File: src/sv/wmf_pkg.sv
package wmf_pkg;

  // fixed field widths of the channel beats
  localparam int unsigned CHANNEL_W    = 2;
  localparam int unsigned SAMPLE_W     = 16;
  localparam int unsigned MODE_VALUE_W = 16;
  localparam int unsigned MODE_COUNT_W = 4;

  // largest count the result field can carry
  localparam logic [MODE_COUNT_W-1:0] MODE_COUNT_MAX = 4'd15;

  // default configuration of the core
  localparam int unsigned DEF_WINDOW      = 8;
  localparam int unsigned DEF_CHANNELS    = 4;
  localparam int unsigned DEF_SAMPLE_BITS = 16;

  // sequencer states
  typedef enum logic [1:0] {
    ST_IDLE,
    ST_LOAD,
    ST_SCAN
  } wmf_state_e;

endpackage

File: src/sv/wmf_if.sv
// input channel: one tagged sample per beat
interface wmf_in_if;
  logic                               valid;
  logic                               ready;
  logic [wmf_pkg::CHANNEL_W-1:0]      channel;
  logic [wmf_pkg::SAMPLE_W-1:0]       sample;

  modport source (output valid, output channel, output sample, input ready);
  modport sink   (input valid, input channel, input sample, output ready);
endinterface

// output channel: one mode result per beat
interface wmf_out_if;
  logic                               valid;
  logic                               ready;
  logic [wmf_pkg::CHANNEL_W-1:0]      out_channel;
  logic [wmf_pkg::MODE_VALUE_W-1:0]   mode_value;
  logic [wmf_pkg::MODE_COUNT_W-1:0]   mode_count;

  modport source (output valid, output out_channel, output mode_value, output mode_count,
                  input ready);
  modport sink   (input valid, input out_channel, input mode_value, input mode_count,
                  output ready);
endinterface

File: src/sv/wmf_match_count.sv
module wmf_match_count #(
  parameter int unsigned WINDOW      = wmf_pkg::DEF_WINDOW,
  parameter int unsigned SAMPLE_BITS = wmf_pkg::DEF_SAMPLE_BITS,
  parameter int unsigned SLOT_W      = $clog2(WINDOW),
  parameter int unsigned CNT_W       = $clog2(WINDOW + 1)
) (
  input  logic [WINDOW-1:0][SAMPLE_BITS-1:0] win_i,
  input  logic [SLOT_W-1:0]                  idx_i,
  output logic [CNT_W-1:0]                   cnt_o
);

  logic [SAMPLE_BITS-1:0] probe;
  logic [WINDOW-1:0]      hit;

  // compare the selected slot against every slot of the window in parallel
  always_comb begin
    probe = win_i[idx_i];
    for (int k = 0; k < WINDOW; k++) begin
      hit[k] = (win_i[k] == probe);
    end
  end

  // number of equal slots
  assign cnt_o = CNT_W'($countones(hit));

endmodule

File: src/sv/windowed_mode_filter_core.sv
// channel  direction  beat contents                              handshake
// in_i     sink       channel, sample                            valid/ready
// out_o    source     out_channel, mode_value, mode_count        valid/ready
//
// an accepted sample has its row read from the channel store, then merged and written
// back; then the shared match counter scores the window slot by slot. no new sample is
// taken until the scan has delivered its result to the output register.
// reset clears the per-channel row valid bits and write pointers; a row never
// written reads as zero, so no clearing pass is run.
// a result not yet taken sits in the output register; the scan holds on its last
// slot until that register frees up.
module windowed_mode_filter_core #(
  parameter int unsigned WINDOW      = wmf_pkg::DEF_WINDOW,
  parameter int unsigned CHANNELS    = wmf_pkg::DEF_CHANNELS,
  parameter int unsigned SAMPLE_BITS = wmf_pkg::DEF_SAMPLE_BITS
) (
  input  logic             clk_i,
  input  logic             rst_ni,
  wmf_in_if.sink           in_i,
  wmf_out_if.source        out_o
);

  localparam int unsigned SLOT_W = $clog2(WINDOW);
  localparam int unsigned CNT_W  = $clog2(WINDOW + 1);
  localparam int unsigned CH_W   = (CHANNELS > 1) ? $clog2(CHANNELS) : 1;

  typedef logic [WINDOW-1:0][SAMPLE_BITS-1:0] row_t;

  wmf_pkg::wmf_state_e state_q, state_d;

  // channel store and its per-row state
  row_t                mem_q [CHANNELS];
  logic [CHANNELS-1:0] row_vld_q;
  logic [SLOT_W-1:0]   wr_slot_q [CHANNELS];

  // item registers
  logic [wmf_pkg::CHANNEL_W-1:0] ch_q, ch_d;
  logic [CH_W-1:0]               ch_idx, in_idx;
  logic [SAMPLE_BITS-1:0]        smp_q, smp_d;
  logic [SLOT_W-1:0]             slot_q;
  row_t                          rd_row_q;
  logic                          rd_vld_q;
  row_t                          win_q, merged_row;
  logic [SLOT_W-1:0]             idx_q, idx_d;
  logic [CNT_W-1:0]              best_cnt_q, cnt, sel_cnt;
  logic [SAMPLE_BITS-1:0]        best_val_q, sel_val;
  logic                          take, last, in_acc, out_load, out_free;
  logic [31:0]                   ch_ext, smp_ext, val_ext, cnt_ext;

  // output register
  logic                             out_vld_q, out_vld_d;
  logic [wmf_pkg::CHANNEL_W-1:0]    out_ch_q;
  logic [wmf_pkg::MODE_VALUE_W-1:0] out_val_q;
  logic [wmf_pkg::MODE_COUNT_W-1:0] out_cnt_q, out_cnt_sat;

  assign in_acc   = in_i.valid && in_i.ready;
  assign out_free = !out_vld_q || out_o.ready;

  // channel folded into range, sample cut to the stored width
  always_comb begin
    ch_ext = 32'(in_i.channel);
    if (CHANNELS == 1) begin
      ch_ext = '0;
    end else if (ch_ext >= CHANNELS) begin
      ch_ext = ch_ext - CHANNELS;
    end
    ch_d    = ch_ext[wmf_pkg::CHANNEL_W-1:0];
    in_idx  = ch_ext[CH_W-1:0];
    smp_ext = 32'(in_i.sample);
    smp_d   = smp_ext[SAMPLE_BITS-1:0];
  end

  assign ch_idx = CH_W'(32'(ch_q));

  // stored row with unwritten rows as zero and the new sample dropped in
  always_comb begin
    for (int k = 0; k < WINDOW; k++) begin
      merged_row[k] = rd_vld_q ? rd_row_q[k] : '0;
      if (SLOT_W'(k) == slot_q) begin
        merged_row[k] = smp_q;
      end
    end
  end

  // shared match counter
  wmf_match_count #(
    .WINDOW      (WINDOW),
    .SAMPLE_BITS (SAMPLE_BITS),
    .SLOT_W      (SLOT_W),
    .CNT_W       (CNT_W)
  ) u_match_count (
    .win_i (win_q),
    .idx_i (idx_q),
    .cnt_o (cnt)
  );

  // running best, lowest slot kept on equal counts
  always_comb begin
    take    = (idx_q == '0) || (cnt > best_cnt_q);
    sel_cnt = take ? cnt : best_cnt_q;
    sel_val = take ? win_q[idx_q] : best_val_q;
    last    = (idx_q == SLOT_W'(WINDOW - 1));
    cnt_ext = 32'(sel_cnt);
    val_ext = 32'(sel_val);
    out_cnt_sat = (cnt_ext > 32'(wmf_pkg::MODE_COUNT_MAX)) ? wmf_pkg::MODE_COUNT_MAX
                                                           : cnt_ext[wmf_pkg::MODE_COUNT_W-1:0];
  end

  // sequencer
  always_comb begin
    state_d   = state_q;
    idx_d     = idx_q;
    out_load  = 1'b0;
    out_vld_d = out_vld_q && !out_o.ready;
    case (state_q)
      wmf_pkg::ST_IDLE: begin
        if (in_acc) begin
          state_d = wmf_pkg::ST_LOAD;
        end
      end
      wmf_pkg::ST_LOAD: begin
        idx_d   = '0;
        state_d = wmf_pkg::ST_SCAN;
      end
      wmf_pkg::ST_SCAN: begin
        if (!last) begin
          idx_d = idx_q + 1'b1;
        end else if (out_free) begin
          out_load  = 1'b1;
          out_vld_d = 1'b1;
          state_d   = wmf_pkg::ST_IDLE;
        end
      end
      default: begin
        state_d = wmf_pkg::ST_IDLE;
      end
    endcase
  end

  // control registers
  always_ff @(posedge clk_i or negedge rst_ni) begin
    if (!rst_ni) begin
      state_q   <= wmf_pkg::ST_IDLE;
      idx_q     <= '0;
      out_vld_q <= 1'b0;
      row_vld_q <= '0;
      for (int c = 0; c < CHANNELS; c++) begin
        wr_slot_q[c] <= '0;
      end
    end else begin
      state_q   <= state_d;
      idx_q     <= idx_d;
      out_vld_q <= out_vld_d;
      if (state_q == wmf_pkg::ST_LOAD) begin
        row_vld_q[ch_idx] <= 1'b1;
        wr_slot_q[ch_idx] <= (slot_q == SLOT_W'(WINDOW - 1)) ? '0 : slot_q + 1'b1;
      end
    end
  end

  // channel store, registered read
  always_ff @(posedge clk_i) begin
    if (in_acc) begin
      rd_row_q <= mem_q[in_idx];
    end
    if (state_q == wmf_pkg::ST_LOAD) begin
      mem_q[ch_idx] <= merged_row;
    end
  end

  // item and result payload
  always_ff @(posedge clk_i) begin
    if (in_acc) begin
      ch_q     <= ch_d;
      smp_q    <= smp_d;
      slot_q   <= wr_slot_q[in_idx];
      rd_vld_q <= row_vld_q[in_idx];
    end
    if (state_q == wmf_pkg::ST_LOAD) begin
      win_q <= merged_row;
    end
    if (state_q == wmf_pkg::ST_SCAN) begin
      best_cnt_q <= sel_cnt;
      best_val_q <= sel_val;
    end
    if (out_load) begin
      out_ch_q  <= ch_q;
      out_val_q <= val_ext[wmf_pkg::MODE_VALUE_W-1:0];
      out_cnt_q <= out_cnt_sat;
    end
  end

  assign in_i.ready        = (state_q == wmf_pkg::ST_IDLE);
  assign out_o.valid       = out_vld_q;
  assign out_o.out_channel = out_ch_q;
  assign out_o.mode_value  = out_val_q;
  assign out_o.mode_count  = out_cnt_q;

endmodule
File: src/flat_wrapper.sv
// flat-port wrapper written by rule: the top's interface ports become plain ports
module windowed_mode_filter_core_flat 
#(
  parameter int unsigned WINDOW      = wmf_pkg::DEF_WINDOW,
  parameter int unsigned CHANNELS    = wmf_pkg::DEF_CHANNELS,
  parameter int unsigned SAMPLE_BITS = wmf_pkg::DEF_SAMPLE_BITS
)
  (clk_i, rst_ni, in_i_valid, in_i_channel, in_i_sample, in_i_ready, out_o_valid, out_o_out_channel, out_o_mode_value, out_o_mode_count, out_o_ready);
  wmf_in_if in_i_i ();
  wmf_out_if out_o_i ();
  input  logic clk_i;
  input  logic rst_ni;
  input wire logic [$bits(in_i_i.valid)-1:0] in_i_valid;
  input wire logic [$bits(in_i_i.channel)-1:0] in_i_channel;
  input wire logic [$bits(in_i_i.sample)-1:0] in_i_sample;
  output wire logic [$bits(in_i_i.ready)-1:0] in_i_ready;
  output wire logic [$bits(out_o_i.valid)-1:0] out_o_valid;
  output wire logic [$bits(out_o_i.out_channel)-1:0] out_o_out_channel;
  output wire logic [$bits(out_o_i.mode_value)-1:0] out_o_mode_value;
  output wire logic [$bits(out_o_i.mode_count)-1:0] out_o_mode_count;
  input wire logic [$bits(out_o_i.ready)-1:0] out_o_ready;
  assign in_i_i.valid = in_i_valid;
  assign in_i_i.channel = in_i_channel;
  assign in_i_i.sample = in_i_sample;
  assign in_i_ready = in_i_i.ready;
  assign out_o_valid = out_o_i.valid;
  assign out_o_out_channel = out_o_i.out_channel;
  assign out_o_mode_value = out_o_i.mode_value;
  assign out_o_mode_count = out_o_i.mode_count;
  assign out_o_i.ready = out_o_ready;
  windowed_mode_filter_core #(.WINDOW(WINDOW), .CHANNELS(CHANNELS), .SAMPLE_BITS(SAMPLE_BITS)) u_core (.clk_i(clk_i), .rst_ni(rst_ni), .in_i(in_i_i), .out_o(out_o_i));
endmodule
File: config.mk
export PLATFORM = sky130hd
export DESIGN_NAME = windowed_mode_filter_core_flat
export DESIGN_NICKNAME = d
export VERILOG_FILES = /design/src/sv/wmf_pkg.sv /design/src/sv/wmf_if.sv /design/src/sv/wmf_match_count.sv /design/src/sv/windowed_mode_filter_core.sv /design/src/flat_wrapper.sv
export SDC_FILE = /design/constraint.sdc
export NUM_CORES = 1
export LEC_CHECK = 0
export BUFFER_PORTS_ARGS = -buffer_cell sky130_fd_sc_hd__buf_2
export CORE_ASPECT_RATIO = 0.9
export CORE_MARGIN = 5
export CORE_UTILIZATION = 45
export CTS_CLUSTER_DIAMETER = 40
export DETAILED_ROUTE_END_ITERATION = 10
export PLACE_DENSITY = 0.63
export SLEW_MARGIN = 20
export SYNTH_ARGS = -nofsm -noshare
export SYNTH_HDL_FRONTEND = slang
export SYNTH_SLANG_ARGS = --single-unit
File: constraint.sdc
create_clock -name clk_i -period 10 [get_ports clk_i]
set_input_delay 2 -clock clk_i [delete_from_list [all_inputs] [get_ports clk_i]]
set_output_delay 2 -clock clk_i [all_outputs]
set_load 0.005 [all_outputs]
# == Word-level counts from Yosys, hierarchy flattened ==
# Memories as Yosys holds them, arrays and structs flattened. A register that Yosys moved wholly into a read port is not among the register bits.
# Cells that the tools add are included.
# word_totals
memories,1
wordCells,128
mem_bits_rw,512
register_bits,214
in_bits,22
out_inout_bits,24
# memory_table
memory,depth,width,rd,rd_clocked_by_memory_dff,wr,line_no,source
u_core.mem_q,4,128,1,1,1,windowed_mode_filter_core.sv:32,row_t mem_q [CHANNELS];
# op_classes
bitwise_logic,3
addsub,9
reduce_logical,14
magnitude_cmp,8
eq_ne,23
muxes,45
# ops
operator,n
16-bit 2-to-1 mux,18
16-bit == test,8
16-bit binary-select mux with 3-bit select,1
3-bit 2-to-1 mux,5
12-bit bitwise mux,1
"3-bit == test, first input constant",4
1-bit 2-to-1 mux,10
1-bit by 1-bit adder with 2-bit output,4
2-bit by 2-bit adder with 3-bit output,2
"3-bit by 1-bit adder with 3-bit output, second input constant",2
3-bit binary-select mux with 2-bit select,1
3-bit demux with 2-bit select,1
"2-bit by 3-bit == test with 1-bit output, first input constant",2
"3-bit == test, second input constant",2
"3-bit >= comparator, second input constant",2
3-bit logical NOT,2
"2-bit by 3-bit < comparator with 1-bit output, second input constant",2
2-bit 2-to-1 mux,3
2-bit NOT with 3-bit output,2
2-bit case mux with 3 select lines,1
3-bit case mux with 2 select lines,1
3-bit by 3-bit adder with 4-bit output,1
4-bit greater-than comparator,1
1-bit logical AND,4
18 further kinds,22

# == Depth between registers and ports, before layout ==
# Gate-level depths: netlist of the first run.
# depth
word_depth,9
depth_mapped,28
depth_no_buf,22

# == By module ==
# From an unflattened synthesis of the first run, not the netlist that was laid out.
# hier_totals
hier_cells,1959
hier_area_um2,35308.9
# modules_own_cells
module,cells_each,instances,seq_area_each_um2,area_per_inst_um2
windowed_mode_filter_core,1597,1,25534.5,32338.5
wmf_match_count,362,1,0.0,2970.3

# == Worst setup path before layout of the first run ==
# Ideal clock, no wire load.
# synth_timing
path_kind,reg2reg
startpoint,reg u_core.state_q[1]
endpoint,mem u_core.mem_q[2][0] (netlist name) (enable)
path_slack_ps,-762
period_less_slack_ps,10762
path_stages_with_launch,4
setup_time_ps,472
n_path_buf,0
required_ps,9528
arrival_ps,10290
cell_sequence,dfrtp_1 > nor2b_1 > nand3b_1 > inv_1
# synth_between
elab_chain_cells,3
# synth_lines
element,line_no,source
start: declaration,windowed_mode_filter_core.sv:29,"wmf_pkg::wmf_state_e state_q, state_d;"
start signal: assignment,windowed_mode_filter_core.sv:143,state_q <= wmf_pkg::ST_IDLE;
start signal: assignment,windowed_mode_filter_core.sv:151,state_q <= state_d;
2-bit by 1-bit == test with 1-bit output,windowed_mode_filter_core.sv:166,if (state_q == wmf_pkg::ST_LOAD) begin
1-bit 2-to-1 mux,windowed_mode_filter_core.sv:166,
1-bit 2-to-1 mux (implied by the code),windowed_mode_filter_core.sv:167,mem_q[ch_idx] <= merged_row;
end: declaration,windowed_mode_filter_core.sv:32,
# No other way between the ends.

# == Final worst setup path of the first run ==
# layout_timing
startpoint,reg u_core.idx_q[0]
endpoint,"reg u_core.best_cnt_q[2], data pin"
# layout_between
elab_chain_cells,9
word_cells_on_any_way,21
cone_classes,add/sub (7); order compare (1); eq/ne (8); mux (3); reduce/logical (2)
# layout_lines
element,line_no,source
start: declaration,windowed_mode_filter_core.sv:44,"logic [SLOT_W-1:0] idx_q, idx_d;"
start signal: assignment,windowed_mode_filter_core.sv:152,idx_q <= idx_d;
16-bit binary-select mux with 3-bit select,wmf_match_count.sv:17,probe = win_i[idx_i];
16-bit 2-to-1 mux (implied by the code),wmf_match_count.sv:17,
16-bit == test,wmf_match_count.sv:19,hit[k] = (win_i[k] == probe);
1-bit by 1-bit adder with 2-bit output (implied by the code),wmf_match_count.sv:24,assign cnt_o = CNT_W'($countones(hit));
2-bit by 2-bit adder with 3-bit output (implied by the code),wmf_match_count.sv:24,
3-bit by 3-bit adder with 4-bit output (implied by the code),wmf_match_count.sv:24,
4-bit greater-than comparator,windowed_mode_filter_core.sv:99,take = (idx_q == '0) || (cnt > best_cnt_q);
1-bit logical OR,windowed_mode_filter_core.sv:99,
4-bit 2-to-1 mux *,windowed_mode_filter_core.sv:100,sel_cnt = take ? cnt : best_cnt_q;
"net u_core.out_cnt_sat, one bit",windowed_mode_filter_core.sv:54,"logic [wmf_pkg::MODE_COUNT_W-1:0] out_cnt_q, out_cnt_sat;"
end signal: assignment,windowed_mode_filter_core.sv:183,best_cnt_q <= sel_cnt;
end: declaration,windowed_mode_filter_core.sv:45,"logic [CNT_W-1:0] best_cnt_q, cnt, sel_cnt;"
# The timed path passes the listed nets; every way through them passes the cells marked *. The select of a mux whose other input is x is not followed.
# A chain may end at the register's enable or synchronous reset.

==> impl_metrics.csv, run 1 <==
group,metric,value,unit
worst_setup_path,crit_arrival,7.99,ns
worst_setup_path,path_cells,"buf_4 -> mux4_2 -> mux2i_2 -> xnor2_1 -> nor4_1 -> and3_1 -> fa_1 -> inv_1 -> fa_1 -> inv_1 -> fa_1 -> ha_1 -> inv_1 -> fa_1 -> inv_1 -> ha_1 -> nor2b_1 -> o21a_1 -> o21a_1 -> o21ai_0 -> o21ai_2 -> buf_4 -> mux2_2",
finish,fin_cells,3073,
worst_setup_path,reg2reg_to,"u_core.best_cnt_q[2]",
sta,period_minus_slack,7.59,ns
sta,hold_violations,0,
power,power.share.clock,0.338,
global_route,grt_max_degree,80,
global_route,grt_pass1_vias,17507,
worst_hold_path,worst_hold_path_type,"flop to flop",
global_route,grt_remaining_overflow,0,
global_route,grt.total_usage,0.204,
logic_synthesis,synth_edf_count,832,
place,post-place-ws,2.35,ns
clocking,cts_resized,0,
worst_setup_path,crit_path_start_kind,"flop",
drt,drc,0,
finish,synthToLayoutAreaGrowth,14.5,%
finish,layout-drive-gt1-share,0.218,
clocking,cts_sinks,854,
finish,mostFrequentLayoutCells,"edfxtp_1, nand2_1, o21ai_0",
drt,wl_per_cell,27.3,µm
worst_setup_path,cp.required,10.40,ns
worst_setup_path,max_stage_delay,0.97,ns
outcome,status,"finished clean",
clocking,clock_latency,0.67,ns
global_route,grt_pass1_wl,122,mm
place,place_congestion,0.890,
power,power_switching_share,0.305,
sta,setup_violations,0,
sta,maxSlewHeadroom,0.244,
sta,report.final.slew_viol_count,0,
logic_synthesis,synth-main-ff-cell,"edfxtp_1",
clocking,cts_max_path_buffers,3,
worst_setup_path,reg2reg_depth,23,
power,combPwrFrac,0.211,
clocking,cts_hold_buf,0,
sta,setup_slack,2.41,ns
drt,wirelength,83.9,mm
power,power.total,11.4,mW
worst_setup_path,cp_num_cells,23,
logic_synthesis,synth_seq_cells,854,
finish,fill_cells,5939,
floorplan,die_w,300,µm
power,power_frac_seq,0.451,
finish,layout.nets,2007,
power,power_density,292,nW/µm²
logic_synthesis,ys_types,45,
floorplan,die_h,271,µm
logic_synthesis,ys_warn_count,0,
worst_setup_path,crit_family,"adder cells",
power,internal-power,7.93,mW
sta,rsz0062_at_grt,"no",
place,hpwl,50.3,mm
place,io_buffers,45,
clocking,cts_root_buffer,"clkbuf_16",
global_route,antenna_found_initial,6,
flow_run,max_cap_viol_count,0,
floorplan,initial_core_util,0.455,
drt,vias,17592,
floorplan,fp.coreArea,75000,µm²
power,switchingPower,3.48,mW
sta,fin_tns_setup,0,ns
clocking,cts_setup_buffers,0,
clocking,cts_tree,"done",
worst_setup_path,path_max_fanout,30,
logic_synthesis,ys_seq_area_frac,0.748,
worst_setup_path,crit_buf_inv,6,
drt,dr.first_iter.drc_count,1800,
worst_setup_path,endpoint_kind,"flop",
drt,final_antenna_net_count,0,
sta,hold_ws,0.465,ns
finish,final_common_cell,"edfxtp_1",
sta,max_freq,132,MHz
finish,antennaDiodeCount,0,
worst_setup_path,critical_path_class,"flop to flop",
sta,worstMarginPinSlew,1.12,ns
worst_setup_path,reg2reg_from,"u_core.idx_q[0]",
sta,fin_crit_sh,0.759,
sta,finClkSkew,0.0274,ns
drt,dr.pass1.iters,5,
logic_synthesis,synth_cells,1897,
floorplan,dieArea,81500,µm²
logic_synthesis,async_flop_share,0.0258,
drt,vias_per_cell,5.72,
clocking,cts_max_level,3,
clocking,cts_buffers,106,
worst_setup_path,reg2reg_setup_slack,2.41,ns
worst_setup_path,worstSetupStartpoint,"u_core.idx_q[0]",
logic_synthesis,syn_nets,1939,
clocking,clk_pin_slew,0.06,ns
worst_hold_path,whs_path_depth,1,
worst_setup_path,cp_slowest_cell,"dfrtp_2",
power,power_leakage,12.9,nW
logic_synthesis,syn_avg_cell_area,18.0,µm²
floorplan,rows,95,
floorplan,ios,46,
power,peakVddDrop,148,µV
worst_setup_path,crit_end,"u_core.best_cnt_q[2]",
logic_synthesis,syn_area,34100,µm²
place,dp_cells,2875,
-- stage by stage --
step / area, µm² / util
6_report: 39100 / 0.521
5_1_grt: 39100 / 0.521
4_1_cts: 39100 / 0.521
3_5_place_dp: 35500 / 0.473
3_3_place_gp: 35500 / 0.473
2_1_floorplan: 34100 / -
-- sequential cells by signal, indices dropped and copies added, names as in the netlist, 3 cells and up --
register                 flops
u_core.best_cnt_q            4
u_core.best_val_q           16
u_core.idx_q                 3
u_core.mem_q               512
u_core.out_o.mode_count      4
u_core.out_o.mode_value     16
u_core.rd_row_q            128
u_core.row_vld_q             4
u_core.slot_q                3
u_core.smp_q                16
u_core.win_q               128
u_core.wr_slot_q            12
-- layer usage --
| layer | vias to the layer above | GRT usage | part of all wire |
|---|---|---|---|
| li1 | 7611 | - | - |
| met5 | - | 0 | 0.00015 |
| met3 | 107 | 0.0336 | 0.064 |
| met1 | 9253 | 0.311 | 0.45 |
| met2 | 619 | 0.308 | 0.46 |
| met4 | 2 | 0.0595 | 0.025 |
-- power by group through the flow --
stage / clock [mW] / sequential [mW] / combinational, mW
global route: 4.10 / 5.19 / 2.59
detailed placement: 0 / 5.21 / 2.40
finish: 3.86 / 5.15 / 2.40
floorplan: 0 / 5.05 / 1.66
CTS: 3.93 / 5.15 / 2.42
global placement: 0 / 5.20 / 2.34
-- worst min-delay path by stage --
| stage | end | slack (ns) | start |
|---|---|---|---|
| after floorplan | u_core.row_vld_q[2] | 0.43 | u_core.row_vld_q[2] |
| after global placement | u_core.row_vld_q[2] | 0.44 | u_core.row_vld_q[2] |
| after detailed placement | u_core.row_vld_q[1] | 0.45 | u_core.row_vld_q[1] |
| after CTS | u_core.row_vld_q[1] | 0.47 | u_core.row_vld_q[1] |
| after global routing | u_core.row_vld_q[3] | 0.50 | u_core.row_vld_q[3] |
| final | u_core.row_vld_q[2] | 0.46 | u_core.row_vld_q[2] |
-- cell type report --
| class | count | area, µm² | area share |
|---|---|---|---|
| clock buffers | 119 | 2720 | 0.0696 |
| clock inverters | 79 | 906 | 0.0232 |
| inverters | 31 | 136 | 0.00349 |
| multi-input cells | 896 | 8060 | 0.206 |
| flip-flops and latches | 854 | 25500 | 0.653 |
| well taps | 1018 | 1270 | 0.0326 |
| repair buffers | 76 | 474 | 0.0121 |
-- cells in the mapped netlist, drive strengths merged, types with 16 or more instances --
cell type,instances,area share
xnor2,56,0.014
xor2,29,0.0074
mux2i,49,0.016
nor4,18,0.0033
dfrtp,22,0.016
a22o,47,0.012
ha,16,0.0059
inv,31,0.0034
mux4,144,0.095
mux2,22,0.0073
o21ai,154,0.023
edfxtp,832,0.73
or3,42,0.0077
clkbuf,90,0.010
nand4,17,0.0031
buf,26,0.0034
nand3,21,0.0031
nand2,209,0.023
-- kinds of logic (layout without fill, tap and decap cells) --
kind of cell | Yosys count | after routing | share of synthesized area
buffers and inverters | 147 | 305 | 0.0170
AOI/OAI and AO/OA | 211 | 211 | 0.0366
xor gates and xnor gates | 85 | 85 | 0.0218
and+or+nand+nor | 365 | 365 | 0.0503
DFF | 854 | 854 | 0.748
muxes | 215 | 215 | 0.118
adders and majority gates | 20 | 20 | 0.00821
Power figures use the tool's default switching activity.
==> run 2, diff against run 1 <==
- clock period: 10 -> 6.5 ns (I/O delays scaled with it)
==> impl_metrics.csv, run 2 (synthesis gave the netlist of run 1 again) <==
group,metric,value,unit
finish,mostFrequentLayoutCells,"edfxtp_1, nand2_1, o21ai_0",
worst_setup_path,max_stage_delay,0.57,ns
power,combPwrFrac,0.219,
outcome,status,"finished clean",
power,peakVddDrop,233,µV
power,power_switching_share,0.296,
drt,dr.first_iter.drc_count,1894,
drt,wl_per_cell,26.0,µm
sta,fin_tns_setup,0,ns
sta,hold_violations,0,
clocking,cts_hold_buf,0,
global_route,grt_pass1_vias,17594,
clocking,cts_max_level,3,
floorplan,ios,46,
worst_setup_path,reg2reg_setup_slack,0.25,ns
floorplan,dieArea,81500,µm²
global_route,antenna_found_initial,1,
finish,fin_cells,3102,
sta,hold_ws,0.466,ns
floorplan,fp.coreArea,75000,µm²
floorplan,die_w,300,µm
worst_setup_path,path_cells,"buf_4 -> mux4_2 -> mux2i_4 -> xnor2_2 -> or3b_1 -> or4_4 -> nor3_4 -> fa_1 -> inv_1 -> fa_1 -> inv_1 -> fa_1 -> ha_2 -> inv_1 -> fa_1 -> inv_1 -> ha_1 -> nor2b_1 -> o21a_1 -> o21a_1 -> o21ai_2 -> o21ai_2 -> buf_12 -> mux2_2",
finish,synthToLayoutAreaGrowth,15.6,%
floorplan,initial_core_util,0.455,
sta,report.final.slew_viol_count,0,
clocking,clk_pin_slew,0.06,ns
drt,dr.pass1.iters,5,
sta,maxSlewHeadroom,0.332,
sta,rsz0062_at_grt,"no",
floorplan,die_h,271,µm
worst_setup_path,crit_arrival,6.63,ns
power,internal-power,12.4,mW
drt,vias,17597,
sta,max_freq,160,MHz
worst_setup_path,path_max_fanout,20,
drt,final_antenna_net_count,0,
finish,fill_cells,5904,
worst_hold_path,min_to,"u_core.row_vld_q[3]",
global_route,grt_pass1_wl,119,mm
drt,wirelength,80.7,mm
finish,final_common_cell,"edfxtp_1",
power,power_density,446,nW/µm²
global_route,grt_max_degree,100,
clocking,cts_root_buffer,"clkbuf_16",
clocking,cts_buffers,101,
clocking,cts_max_path_buffers,3,
worst_hold_path,worst_hold_path_type,"flop to flop",
flow_run,max_cap_viol_count,0,
clocking,cts_tree,"done",
power,power_frac_seq,0.448,
place,place_congestion,0.906,
global_route,grt_remaining_overflow,0,
worst_setup_path,cp_slowest_cell,"or4_4",
floorplan,rows,95,
worst_setup_path,reg2reg_depth,24,
worst_hold_path,min_from,"u_core.row_vld_q[3]",
place,dp_cells,2911,
power,power.share.clock,0.332,
worst_setup_path,reg2reg_from,"u_core.idx_q[1]",
sta,fin_crit_sh,0.961,
worst_setup_path,reg2reg_to,"u_core.out_o.mode_value[9]",
drt,vias_per_cell,5.67,
finish,largest_reg_flops,512,
worst_setup_path,endpoint_kind,"flop",
power,power_leakage,13.1,nW
place,io_buffers,45,
place,hpwl,49.3,mm
power,power.total,17.6,mW
sta,finClkSkew,0.0319,ns
finish,final_core_util,0.526,
clocking,cts_sinks,854,
finish,antennaDiodeCount,0,
worst_hold_path,whs_path_depth,1,
sta,setup_violations,0,
finish,top_register,"u_core.mem_q",
finish,layout-drive-gt1-share,0.231,
power,switchingPower,5.21,mW
worst_setup_path,cp.required,6.89,ns
clocking,clock_latency,0.67,ns
worst_setup_path,crit_path_start_kind,"flop",
finish,largestRegisters,"u_core.mem_q: 512 flops, u_core.rd_row_q: 128 flops, u_core.win_q: 128 flops",
global_route,grt.total_usage,0.198,
sta,worstMarginPinSlew,1.00,ns
drt,drc,0,
finish,layout.nets,2040,
worst_setup_path,critical_path_class,"flop to flop",
sta,period_minus_slack,6.25,ns
## run 2: cell count changes in the layout (fill, tap and decap cells not counted), moves of 3 or more
| cell | delta |
|---|---|
| clkbuf_16 | -5 |
| clkbuf_1 | +3 |
| inv_6 | +5 |
| bufinv_16 | +3 |
| inv_8 | -3 |
| buf_12 | +6 |
| clkinv_2 | -10 |
| buf_4 | +32 |
| clkinvlp_4 | -4 |
## run 2: how the worst max path moves through the flow
stage,to,startpoint,cells past startpoint,slack [ns]
floorplan,u_core.best_cnt_q[2],u_core.idx_q[2],27,0.007
global placement,u_core.out_o.mode_count[2],u_core.idx_q[1],24,0.05
detailed placement,u_core.out_o.mode_value[4],u_core.idx_q[1],24,-0.04
CTS,u_core.out_o.mode_count[3],u_core.idx_q[1],24,0.004
global route,u_core.best_val_q[3],u_core.idx_q[1],24,0.006
finish,u_core.out_o.mode_value[9],u_core.idx_q[1],24,0.25
## run 2: final cells by class
| cell class | instances | area, µm² | share of cell area |
|---|---|---|---|
| inverters | 31 | 136 | 0.00346 |
| clock inverters | 72 | 953 | 0.0242 |
| clock buffers | 117 | 2610 | 0.0661 |
| well taps | 1018 | 1270 | 0.0323 |
| multi-input cells | 896 | 8120 | 0.206 |
| flip-flops and latches | 854 | 25500 | 0.647 |
| repair buffers | 114 | 835 | 0.0211 |
## run 2: per-layer routing
layer / global-route usage / share of wire
met1: 0.295 / 0.44
met2: 0.299 / 0.46
met3: 0.0419 / 0.074
met4: 0.0526 / 0.021
met5: 0 / 0
## run 2: what timing repair did
item	4_1_cts	5_1_grt
endpoints found under the hold margin	0	0
endpoints found under the setup margin	20	40
setup buffers	0	2
resized for setup	1	14
pin swaps	0	3
## run 2: worst max-delay path: cells and delay by family, from the launching register on
| family | cells | cell delay, ns |
|---|---|---|
| mux | 3 | 1.02 |
| flops | 1 | 0.39 |
| fa+ha+maj | 6 | 2.12 |
| compound gates | 4 | 0.55 |
| xor+xnor | 1 | 0.09 |
| simple gates | 4 | 1.23 |
| buf+inv | 6 | 0.59 |
## run 2: power by group through the flow
stage          combinational [mW]  clock, mW  sequential [mW]
4_1_cts                      3.84       5.96             7.89
2_1_floorplan                2.55          0             7.76
3_5_place_dp                 3.81          0             7.99
5_1_grt                      4.18       6.21             7.95
3_3_place_gp                 3.72          0             7.97
6_report                     3.86       5.85             7.89
## run 2: metrics by stage
step / setup slack, ns / cell area [µm²]
global placement: 0.0548 / 35800
finish: 0.254 / 39500
global route: 0.00642 / 39500
detailed placement: -0.0396 / 35800
floorplan: 0.00738 / 34200
CTS: 0.00420 / 39400
